==> config.mk <==
export PLATFORM = sky130hd
export DESIGN_NAME = rlpc_queue
export DESIGN_NICKNAME = d
export VERILOG_FILES = /design/src/design/rlpc_pkg.sv /design/src/design/rlpc_queue.sv
export VERILOG_INCLUDE_DIRS = /design/src /design/src/design
export SDC_FILE = /design/constraint.sdc
export NUM_CORES = 1
export LEC_CHECK = 0
export BUFFER_PORTS_ARGS = -buffer_cell sky130_fd_sc_hd__buf_2
export CELL_PAD_IN_SITES_DETAIL_PLACEMENT = 0
export CELL_PAD_IN_SITES_GLOBAL_PLACEMENT = 1
export CORE_ASPECT_RATIO = 1.75
export CORE_MARGIN = 1
export CORE_UTILIZATION = 50
export DETAILED_ROUTE_END_ITERATION = 10
export PLACE_DENSITY = 0.76
export SLEW_MARGIN = 5
export SYNTH_ARGS = -nofsm -noshare
export SYNTH_HDL_FRONTEND = slang
export SYNTH_SLANG_ARGS = --single-unit
==> constraint.sdc <==
create_clock -name clk -period 2.9 [get_ports clk]
set_input_delay 0.145 -clock clk [delete_from_list [all_inputs] [get_ports clk]]
set_output_delay 0.145 -clock clk [all_outputs]
set_load 0.1 [all_outputs]
==> src/design/assert_macros.svh <==
// ----------------------------------------------------------------------------
// assert_macros.svh
// Assertion shorthands shared by the compositor RTL.
// ----------------------------------------------------------------------------
`ifndef ASSERT_MACROS_SVH
`define ASSERT_MACROS_SVH

// Checked at every clock edge outside reset.
`define RLPC_ASSERT(lbl, prop, msg) \
  lbl: assert property (@(posedge clk) disable iff (!rst_n) prop) else $error(msg);

// Checked at every clock edge, reset included.
`define RLPC_ASSERT_ALWAYS(lbl, prop, msg) \
  lbl: assert property (@(posedge clk) prop) else $error(msg);

`endif

==> src/design/rlpc_pkg.sv <==
// ----------------------------------------------------------------------------
// rlpc_pkg
// Shared types and constants of the rounded layer pixel compositor.
// ----------------------------------------------------------------------------
`default_nettype none

package rlpc_pkg;

  localparam logic OP_LOAD  = 1'b0;
  localparam logic OP_QUERY = 1'b1;

  localparam logic [2:0] REG_WIN_X       = 3'd0;
  localparam logic [2:0] REG_WIN_Y       = 3'd1;
  localparam logic [2:0] REG_WIN_WIDTH   = 3'd2;
  localparam logic [2:0] REG_WIN_HEIGHT  = 3'd3;
  localparam logic [2:0] REG_BACKGROUND  = 3'd4;
  localparam logic [2:0] REG_LAYER_COUNT = 3'd5;

  localparam int SQRT_BITS = 9;
  localparam int LIM_W     = 2 * SQRT_BITS;

  typedef struct packed {
    logic signed [9:0] left;
    logic signed [9:0] top;
    logic [9:0]        w;
    logic [9:0]        h;
    logic [7:0]        radius;
    logic [10:0]       stride;
  } rlpc_layer_t;

  typedef struct packed {
    logic              active;
    logic              corner;
    logic [7:0]        r;
    logic [8:0]        d;
    logic signed [9:0] left;
    logic [9:0]        w;
    logic [9:0]        sy;
    logic [10:0]       stride;
  } rlpc_lane_t;

  typedef struct packed {
    logic [8:0]  win_x;
    logic [8:0]  win_y;
    logic [8:0]  win_width;
    logic [8:0]  win_height;
    logic [15:0] background;
    logic [2:0]  layer_count;
  } rlpc_cfg_t;

endpackage

`default_nettype wire

==> src/design/rlpc_queue.sv <==
// ----------------------------------------------------------------------------
// rlpc_queue
// Short queue of classified queries between the front and the back end.
// ----------------------------------------------------------------------------
`default_nettype none

module rlpc_queue #(
  parameter int W = 64
) (
  input  wire logic         clk,
  input  wire logic         rst_n,
  input  wire logic         push,
  input  wire logic [W-1:0] wdata,
  input  wire logic         pop,
  output logic [W-1:0]      rdata,
  output logic              empty,
  output logic              full
);
  import rlpc_pkg::*;

  localparam int DEPTH = 4;

  logic [W-1:0] mem_r [DEPTH];
  logic [1:0]   wr_ptr_r, wr_ptr_nxt;
  logic [1:0]   rd_ptr_r, rd_ptr_nxt;
  logic [2:0]   count_r, count_nxt;

  assign empty = count_r == 3'd0;
  assign full  = count_r == 3'(DEPTH);
  assign rdata = mem_r[rd_ptr_r];

  always_comb begin
    wr_ptr_nxt = push ? wr_ptr_r + 2'd1 : wr_ptr_r;
    rd_ptr_nxt = pop ? rd_ptr_r + 2'd1 : rd_ptr_r;
    count_nxt  = count_r + {2'b00, push} - {2'b00, pop};
  end

  always_ff @(posedge clk) begin
    if (push) begin
      mem_r[wr_ptr_r] <= wdata;
    end
  end

  always_ff @(posedge clk) begin
    if (!rst_n) begin
      wr_ptr_r <= '0;
      rd_ptr_r <= '0;
      count_r  <= '0;
    end else begin
      wr_ptr_r <= wr_ptr_nxt;
      rd_ptr_r <= rd_ptr_nxt;
      count_r  <= count_nxt;
    end
  end

`include "assert_macros.svh"

  `RLPC_ASSERT(a_no_pop_empty, !(pop && empty), "Queue popped while empty.")
  `RLPC_ASSERT(a_no_push_full, !(push && full), "Queue pushed while full.")
  `RLPC_ASSERT(a_count_ptrs, count_r == 3'(DEPTH) || 2'(count_r) == wr_ptr_r - rd_ptr_r, "Queue count disagrees with pointers.")
  `RLPC_ASSERT_ALWAYS(a_reset_empty, !rst_n |=> count_r == 3'd0, "Queue not empty after reset.")

endmodule

`default_nettype wire

==> flow_metrics.env <==
export IMPL_placementRows=67
export IMPL_wl_per_cell_um=20.43
export IMPL_grt_max_degree=40
export IMPL_cts_tree="yes"
export IMPL_ys_ff_latch=265
export IMPL_syn_nets=452
export IMPL_drtIter0Drc=197
export IMPL_die_h_um=186.8
export IMPL_wirelength_um=17470
export IMPL_antenna_found_initial=0
export IMPL_setup_slack_ns=0.4613
export IMPL_finalSetupViolCount=0
export IMPL_p_clk_share_pct=31.4
export IMPL_maxSlewHeadroom_pct=59.98
export IMPL_required_ns=2.76
export IMPL_path_delay_family="buffers and inverters"
export IMPL_grt_first_pass_wirelength_um=27010
export IMPL_ys_seq_area_share_pct=80.67
export IMPL_fin_crit_sh_pct=84.09
export IMPL_p_comb_share_pct=20.1
export IMPL_io_buffers=133
export IMPL_min_delay_path_class="primary input to flip-flop"
export IMPL_cellLeakagePower_nw=4.156
export IMPL_fin_setup_tns_ns=0
export IMPL_cts_sinks=265
export IMPL_routed_via_count=4638
export IMPL_timing_final_crit_period_ns=2.439
export IMPL_dpl_cell_area_um2=10700
export IMPL_switching_share_pct=29.63
export IMPL_grt_setup_unrepaired="false"
export IMPL_intPower_mw=6.479
export IMPL_path_max_fanout=39
export IMPL_antenna_cells=0
export IMPL_syn_area_um2=9753
export IMPL_critPathBufInv=2
export IMPL_ios=134
export IMPL_die_area_um2=20090
export IMPL_coreArea_um2=19110
export IMPL_crit_path_cell_trace="buf_4 -> mux4_2 -> buf_2"
export IMPL_finClkSkew_ns=0.01223
export IMPL_fp_dieW_um=107.6
export IMPL_dpl_hpwl_um=10200
export IMPL_grt_pass1_vias=4965
export IMPL_power_switching_mw=2.728
export IMPL_ctsResizeCount=0
export IMPL_drt_pass1_iterations=4
export IMPL_path_class="flip-flop to primary output"
export IMPL_clock_latency_ns=0.51
export IMPL_endpoint_kind="primary output"
export IMPL_synth_cell_types=21
export IMPL_initial_core_util_pct=51.03
export IMPL_slew_violations=0
export IMPL_cts_root_buffer_cell="clkbuf_16"
export IMPL_seq_power_share_pct=48.6
export IMPL_cap_violations=0
export IMPL_dp_slack_ns=0.9265
export IMPL_cts_made_buffers=23
export IMPL_area_delta_synth_final_pct=23.91
export IMPL_h_tree_depth=1
export IMPL_final_antenna_net_count=0
export IMPL_gr_total_overflow=0
export IMPL_grtUsageTotal_pct=18.12
export IMPL_cts_clk_slew_worst_paths_ns=0.06
export IMPL_drive_gt1_share_pct=39.25
export IMPL_routabilityCongestion=0.6888
export IMPL_clk_path_buf_depth=3
export IMPL_status="finished clean"
export IMPL_tightest_slew_ns=0.6003
export IMPL_crit_arrival_ns=2.29
export IMPL_slowest_delay_ns=0.73
export IMPL_nets=672
export IMPL_irDropWorstVdd_uv=655.4
export IMPL_cp_slowest_cell="dfxtp_4"
export IMPL_fmax_ghz=0.4101
export IMPL_fin_util_pct=63.23
export IMPL_avgSynthCellArea_um2=25.87
export IMPL_finalHoldViolCount=0
export IMPL_cp_start_kind="flip-flop"
export IMPL_p_per_area_nw_per_um2=761.8
export IMPL_final_area_um2=12090
export IMPL_avgViaCountPerCell=5.425
export IMPL_ys_warn_count=0
export IMPL_drc_errors=0
export IMPL_syn_inst=377
==> cell type report <==
cell class	instances	area, um2
fill	1335	7028
tap	241	301.5
clock buffer	33	643.1
sequential	265	7875
inverter	7	26.28
multi-input combinational	91	1703
clock inverter	9	70.07
timing repair buffer	209	1466
==> power by group through the flow <==
stage / Clock (mW) / Sequential (mW) / Combinational (mW)
2_1_floorplan: 0 / 4.52 / 1.52
3_3_place_gp: 0 / 4.54 / 1.77
3_5_place_dp: 0 / 4.56 / 1.79
4_1_cts: 2.97 / 4.48 / 1.87
5_1_grt: 3.10 / 4.49 / 1.92
6_report: 2.89 / 4.47 / 1.85
==> repair_timing <==
item,in CTS,in global routing
hold buffers,67,0
endpoints found under the hold margin,265,0
endpoints found under the setup margin,0,0
setup buffers,0,0
==> synth_stat cells <==
master    number  share of area (%)
a21oi_1        1              0.051
and2_1         6               0.38
buf_12         6                1.2
a21bo_2        1               0.10
buf_2          6               0.31
nor2_1         5               0.19
edfxtp_1     256                 79
clkbuf_2       1              0.051
xor3_1         1               0.24
xnor2_1        2               0.18
buf_6          1               0.12
nor3_1         1              0.051
fa_1           1               0.21
and3_1         1              0.064
dfxtp_1        9                1.8
mux2i_1        1               0.10
mux4_2        60                 14
ha_1           6               0.77
inv_1          7               0.27
mux4_1         4                1.1
nand3b_1       1              0.077
==> cell usage in the layout (no fill, tap or decap), types with 5 or more instances in the layout <==
cell type / netlist / final
ha_1: 6 / 6
edfxtp_1: 256 / 256
clkbuf_16: 0 / 23
inv_1: 7 / 7
nor2_1: 5 / 5
dfxtp_1: 9 / 7
mux4_2: 60 / 60
clkbuf_1: 0 / 7
dlygate4sd3_1: 0 / 67
buf_12: 6 / 5
buf_2: 6 / 133
==> logic make-up after synthesis <==
family / count (synthesis) / synth area share, %
compound gates: 2 / 0.1539
xor+xnor: 3 / 0.4234
fa+ha+maj: 7 / 0.9750
buf+inv: 21 / 1.976
flops: 265 / 80.67
mux: 65 / 15.04
simple gates: 14 / 0.7698
==> path summary, 6_finish.rpt <==
| path | startpoint | endpoint | slack (ns) | cells after the start |
|---|---|---|---|---|
| hold reg to reg | rd_ptr_r[1] | rd_ptr_r[1] | 0.54 | 2 |
| setup reg to reg | count_r[0] | count_r[2] | 1.13 | 7 |
| setup / recovery | flip-flop | rdata[49] | 0.46 | 3 |
| hold / removal | wdata[28] | mem_r[2][28] | 0.39 | 2 |
==> routing by layer <==
metal	global-route usage [%]	routed length [um]
met1	21.96	6752
met4	7.060	505
met5	0	0
met3	2.200	732
met2	32.54	9480
==> stage by stage <==
step                      total power, mW  cells  hold slack, ns
after detailed placement            6.350    746          0.3649
after CTS                           9.308    855          0.3691
after global routing                9.503    855          0.3800
after global placement              6.316    746          0.3536
final                               9.206    855          0.3886
after floorplan                     6.038    377          0.2439
==> sequential cells by signal, summed over array words and instances (netlist names), named ones only <==
signal / cells
count_r: 3
mem_r: 256
rd_ptr_r: 2
wr_ptr_r: 2
Power figures use the tool's default switching activity.
