## src/design/assert_macros.svh

```systemverilog
// ----------------------------------------------------------------------------
// assert_macros.svh
// Assertion shorthands shared by the compositor RTL.
// ----------------------------------------------------------------------------
`ifndef ASSERT_MACROS_SVH
`define ASSERT_MACROS_SVH

// Checked at every clock edge outside reset.
`define RLPC_ASSERT(lbl, prop, msg) \
  lbl: assert property (@(posedge clk) disable iff (!rst_n) prop) else $error(msg);

// Checked at every clock edge, reset included.
`define RLPC_ASSERT_ALWAYS(lbl, prop, msg) \
  lbl: assert property (@(posedge clk) prop) else $error(msg);

`endif

```

## src/design/rlpc_pkg.sv

```systemverilog
// ----------------------------------------------------------------------------
// rlpc_pkg
// Shared types and constants of the rounded layer pixel compositor.
// ----------------------------------------------------------------------------
`default_nettype none

package rlpc_pkg;

  localparam logic OP_LOAD  = 1'b0;
  localparam logic OP_QUERY = 1'b1;

  localparam logic [2:0] REG_WIN_X       = 3'd0;
  localparam logic [2:0] REG_WIN_Y       = 3'd1;
  localparam logic [2:0] REG_WIN_WIDTH   = 3'd2;
  localparam logic [2:0] REG_WIN_HEIGHT  = 3'd3;
  localparam logic [2:0] REG_BACKGROUND  = 3'd4;
  localparam logic [2:0] REG_LAYER_COUNT = 3'd5;

  localparam int SQRT_BITS = 9;
  localparam int LIM_W     = 2 * SQRT_BITS;

  typedef struct packed {
    logic signed [9:0] left;
    logic signed [9:0] top;
    logic [9:0]        w;
    logic [9:0]        h;
    logic [7:0]        radius;
    logic [10:0]       stride;
  } rlpc_layer_t;

  typedef struct packed {
    logic              active;
    logic              corner;
    logic [7:0]        r;
    logic [8:0]        d;
    logic signed [9:0] left;
    logic [9:0]        w;
    logic [9:0]        sy;
    logic [10:0]       stride;
  } rlpc_lane_t;

  typedef struct packed {
    logic [8:0]  win_x;
    logic [8:0]  win_y;
    logic [8:0]  win_width;
    logic [8:0]  win_height;
    logic [15:0] background;
    logic [2:0]  layer_count;
  } rlpc_cfg_t;

endpackage

`default_nettype wire

```

## src/design/rlpc_front.sv

```systemverilog
// ----------------------------------------------------------------------------
// rlpc_front
// Layer table and query classification: per layer row test, clamped radius,
// edge distance and corner term for each accepted query.
// ----------------------------------------------------------------------------
`default_nettype none

module rlpc_front #(
  parameter int LAYERS = 4
) (
  input  wire logic                     clk,
  input  wire logic                     accept,
  input  wire logic                     in_opcode,
  input  wire logic [1:0]               in_layer_slot,
  input  wire logic signed [9:0]        in_layer_left,
  input  wire logic signed [9:0]        in_layer_top,
  input  wire logic [9:0]               in_layer_w,
  input  wire logic [9:0]               in_layer_h,
  input  wire logic [7:0]               in_corner_radius,
  input  wire logic [10:0]              in_row_stride,
  input  wire logic [8:0]               in_pixel_col,
  input  wire logic [8:0]               in_pixel_row,
  input  wire rlpc_pkg::rlpc_cfg_t      cfg,
  output logic                          push,
  output logic [9:0]                    q_x,
  output rlpc_pkg::rlpc_lane_t [LAYERS-1:0] q_lanes
);
  import rlpc_pkg::*;

  rlpc_layer_t table_r [LAYERS];
  logic [9:0]  y;
  logic        inwin;

  always_ff @(posedge clk) begin
    if (accept && in_opcode == OP_LOAD) begin
      for (int i = 0; i < LAYERS; i++) begin
        if ({29'd0, in_layer_slot} == 31'(i)) begin
          table_r[i] <= '{left: in_layer_left, top: in_layer_top, w: in_layer_w,
                          h: in_layer_h, radius: in_corner_radius,
                          stride: in_row_stride};
        end
      end
    end
  end

  assign push  = accept && in_opcode == OP_QUERY;
  assign q_x   = {1'b0, cfg.win_x} + {1'b0, in_pixel_col};
  assign y     = {1'b0, cfg.win_y} + {1'b0, in_pixel_row};
  assign inwin = in_pixel_col < cfg.win_width && in_pixel_row < cfg.win_height;

  for (genvar g = 0; g < LAYERS; g++) begin : g_lane
    logic signed [11:0] sy_full;
    logic               rowok;
    logic [9:0]         sy;
    logic [9:0]         hm;
    logic [9:0]         e;
    logic [9:0]         mwh;
    logic [7:0]         r;
    logic               in_use;

    assign sy_full = $signed({2'b00, y}) - 12'(table_r[g].top);
    assign rowok   = !sy_full[11] && sy_full[10:0] < {1'b0, table_r[g].h};
    assign sy      = sy_full[9:0];
    assign hm      = table_r[g].h - 10'd1 - sy;
    assign e       = (sy < hm) ? sy : hm;
    assign mwh     = ((table_r[g].w < table_r[g].h) ? table_r[g].w : table_r[g].h) >> 1;
    assign r       = ({2'b00, table_r[g].radius} < mwh) ? table_r[g].radius : mwh[7:0];
    assign in_use  = 4'(g) < {1'b0, cfg.layer_count};

    assign q_lanes[g].active = inwin && rowok && in_use;
    assign q_lanes[g].corner = r != 8'd0 && e < {2'b00, r};
    assign q_lanes[g].r      = r;
    assign q_lanes[g].d      = {r, 1'b0} - {e[7:0], 1'b0} - 9'd1;
    assign q_lanes[g].left   = table_r[g].left;
    assign q_lanes[g].w      = table_r[g].w;
    assign q_lanes[g].sy     = sy;
    assign q_lanes[g].stride = table_r[g].stride;
  end

endmodule

`default_nettype wire

```

## config.mk

```make
export PLATFORM = sky130hd
export DESIGN_NAME = rlpc_front
export DESIGN_NICKNAME = d
export VERILOG_FILES = /design/src/design/assert_macros.svh /design/src/design/rlpc_pkg.sv /design/src/design/rlpc_front.sv
export SDC_FILE = /design/constraint.sdc
export NUM_CORES = 1
export LEC_CHECK = 0
export BUFFER_PORTS_ARGS = -buffer_cell sky130_fd_sc_hd__buf_2
export CAP_MARGIN = 5
export CORE_ASPECT_RATIO = 0.9
export CORE_UTILIZATION = 40
export DETAILED_ROUTE_END_ITERATION = 8
export PLACE_DENSITY = 0.64
export SLEW_MARGIN = 20
export SYNTH_ARGS = -nofsm -noshare
export SYNTH_HDL_FRONTEND = slang
export SYNTH_SLANG_ARGS = --single-unit
```

## constraint.sdc

```tcl
create_clock -name clk -period 20.5 [get_ports clk]
set_input_delay 2.05 -clock clk [delete_from_list [all_inputs] [get_ports clk]]
set_output_delay 2.05 -clock clk [all_outputs]
set_load 0.05 [all_outputs]
```

==> results.yml <==
min_path:
  min-delay-path-class: "input port to flip-flop"
  worstHoldPathCells: 1
  hold_end: "table_r[3][55]"
  holdCritStartpoint: "in_layer_left[6]"
worst_setup_path:
  setup.worst_path.class: "input port to primary output"
  element_type_at_the_critical_path_start: "input port"
  worst_path_largest_cell_delay_ns: 0.89
  worst-endpoint-required_ns: 18.45
  critPathCaptureType: "primary output"
  crit_slowest_cell: "sky130_fd_sc_hd__fa_1"
  cp_max_fo: 21
  cp_data_arrival_time_ns: 10.83
  path_common_cell: "sky130_fd_sc_hd__ha_1"
logic_synthesis:
  share_of_async_settable_or_async_resettable_flops_after_synthesis: 0
  seq_area_frac_synth: 0.362
  post_synth_edffs: 236
  synth-warning-count: 0
  synthesis.instances: 1909
  yosysTopAreaCell: "sky130_fd_sc_hd__edfxtp_1"
  ffs_latches_synth: 236
  most_common_cell_in_the_netlist: "sky130_fd_sc_hd__ha_1"
  synth_ff_type: "sky130_fd_sc_hd__edfxtp_1"
  synth_largest_type_area_fraction: 0.362
  syn_avg_cell_area_um2: 10.3
  synth.top_cells.by_count: "sky130_fd_sc_hd__ha_1 (291), sky130_fd_sc_hd__edfxtp_1 (236), sky130_fd_sc_hd__inv_1 (221)"
  synthDistinctLibCells: 89
  syn_area_mm2: 0.0196
  synth_top_cells_by_area: "sky130_fd_sc_hd__edfxtp_1 (36%), sky130_fd_sc_hd__ha_1 (19%), sky130_fd_sc_hd__buf_4 (5.0%)"
timing:
  timing.final.crit_share: 0.628
  timing_max_transition_violations_final: 0
  holdWs_ns: 1.70
  setup_repair_after_global_routing_missed_its_margin: "no"
  finalSetupViolations: 0
  accumulated_negative_setup_slack_ns: 0
  finalHoldViolCount: 0
  worstMarginPinSlew_ns: 1.06
  worst_slew_margin_rel: 0.291
  maxClockFrequency_mhz: 77.6
  final.min_clock_period_ns: 12.88
placed_design:
  place_congestion: 0.917
  dp.final_hpwl_mm: 45.9
  placement.io_buffers: 367
detailed_routing:
  met3_wirelength_mm: 4.56
  dr_total_vias: 15100
  top_layer: "met4"
  drt_first_iter_violations: 946
  drt_met1_wl_mm: 24.7
  post_drt_wl_per_cell_um: 20.6
  drt-total-wl_mm: 57.8
  length_of_the_first_detailed_routing_pass_in_iterations: 5
  post-route-drc-count: 0
  ant_nets: 0
  avgViaCountPerCell: 5.36
  dr_wl_met2_mm: 26.5
grt:
  first_global_vias: 14800
  antenna_violations_before_repair: 5
  groute.usage.overall: 0.225
  grt_max_degree: 57
  gr-total-overflow: 0
  first_pass_grt_wire_length_mm: 85.5
clock_network:
  clk_path_buf_depth: 3
  post-cts-setup-buffer-count: 0
  cts_resized: 0
  cts.sink_count: 236
  cts_inserted_buffers: 27
  clock_slew_at_reported_path_ffs_ns: 0.06
  clock-root-buffer: "sky130_fd_sc_hd__clkbuf_16"
  cts_max_level: 1
  tritoncts: "done"
  cts-hold-fix-buffers: 0
die:
  design.die.area_mm2: 0.0498
  effective_utilization_at_floorplan: 0.407
  ioPinCount: 388
  design.core.area_mm2: 0.0481
  die_y_um: 212
  floorplan.rows: 76
  fp.dieW_um: 235
finish:
  ff_latch_area_mm2: 0.00709
  area.growth.synth_to_final_pct: 13.5
  drive_gt1_frac: 0.225
  total_area_of_multi_input_combinational_cells_mm2: 0.0106
  largest_reg_by_ff_count: "table_r"
  largest_register_ff_count: 236
  filler_cell_count: 4538
  layout.nets: 2609
  largest_registers: "table_r (236)"
status:
  outcome: "completed"
job:
  cap_viol_max_count: 0
## metrics by stage
step	area (um^2)	std cells	setup WS [ns]	utilization
2_1_floorplan	19600	1912	8.24	-
4_1_cts	22200	2812	7.65	0.462
3_3_place_gp	21200	2762	7.87	0.441
6_report	22200	2813	7.62	0.462
3_5_place_dp	21200	2762	7.67	0.441
5_1_grt	22200	2812	6.81	0.462
## layout make-up
cell class / instances / share of cell area
Multi-Input combinational cell: 1300 / 0.477
Sequential cell: 236 / 0.319
Timing Repair Buffer: 378 / 0.0864
Inverter: 224 / 0.0378
Tap cell: 624 / 0.0351
Clock buffer: 31 / 0.0311
Clock inverter: 19 / 0.0138
Antenna cell: 1 / 0.000113
## per-layer routing
layer / up-vias / global-route usage
li1: 7306 / -
met1: 7140 / 0.284
met2: 552 / 0.377
met3: 88 / 0.0511
met4: 0 / 0.0796
met5: - / 0
## how the worst max path moves through the flow
| stage | startpoint | endpoint | slack [ns] |
|---|---|---|---|
| detailed placement | in_pixel_row[0] | q_lanes[178] | 7.67 |
| global placement | in_pixel_row[0] | q_lanes[58] | 7.87 |
| CTS | in_pixel_row[0] | q_lanes[178] | 7.65 |
| global route | in_pixel_row[0] | q_lanes[178] | 6.81 |
| floorplan | in_pixel_row[0] | q_lanes[178] | 8.24 |
| finish | in_pixel_row[0] | q_lanes[58] | 7.62 |
## worst max-delay path: cells and delay by family
family | cells | cell delay [ns]
multiplexers | 1 | 0.35
buffers and inverters | 7 | 1.20
XOR/XNOR | 1 | 0.48
adder cells (fa/ha/maj) | 6 | 2.31
AND/OR/NAND/NOR | 7 | 1.41
AO/OA/AOI/OAI | 14 | 3.01
## cells by family after synthesis
kind of cell | after synthesis | synth area share
other cells | 1 | 0.000192
compound gates | 481 | 0.166
fa+ha+maj | 305 | 0.200
buf+inv | 376 | 0.0985
xor+xnor | 91 | 0.0419
flops | 236 | 0.362
simple gates | 351 | 0.0936
mux | 68 | 0.0372
## cells in the final DEF, fill, tap and decap left out, drive strengths merged, types with 25 or more instances in the layout
master,count
a211oi,25
a21o,53
a21oi,106
buf,378
clkbuf,31
edfxtp,236
ha,291
inv,230
mux2,35
mux2i,33
nand2,83
nand2b,25
nor2,74
nor2b,32
o21a,63
o21ai,109
xnor2,51
xor2,40
Power is left out: the tool's default activity adds up to more than one toggle a clock period on the data nets, which glitch-free logic cannot reach.
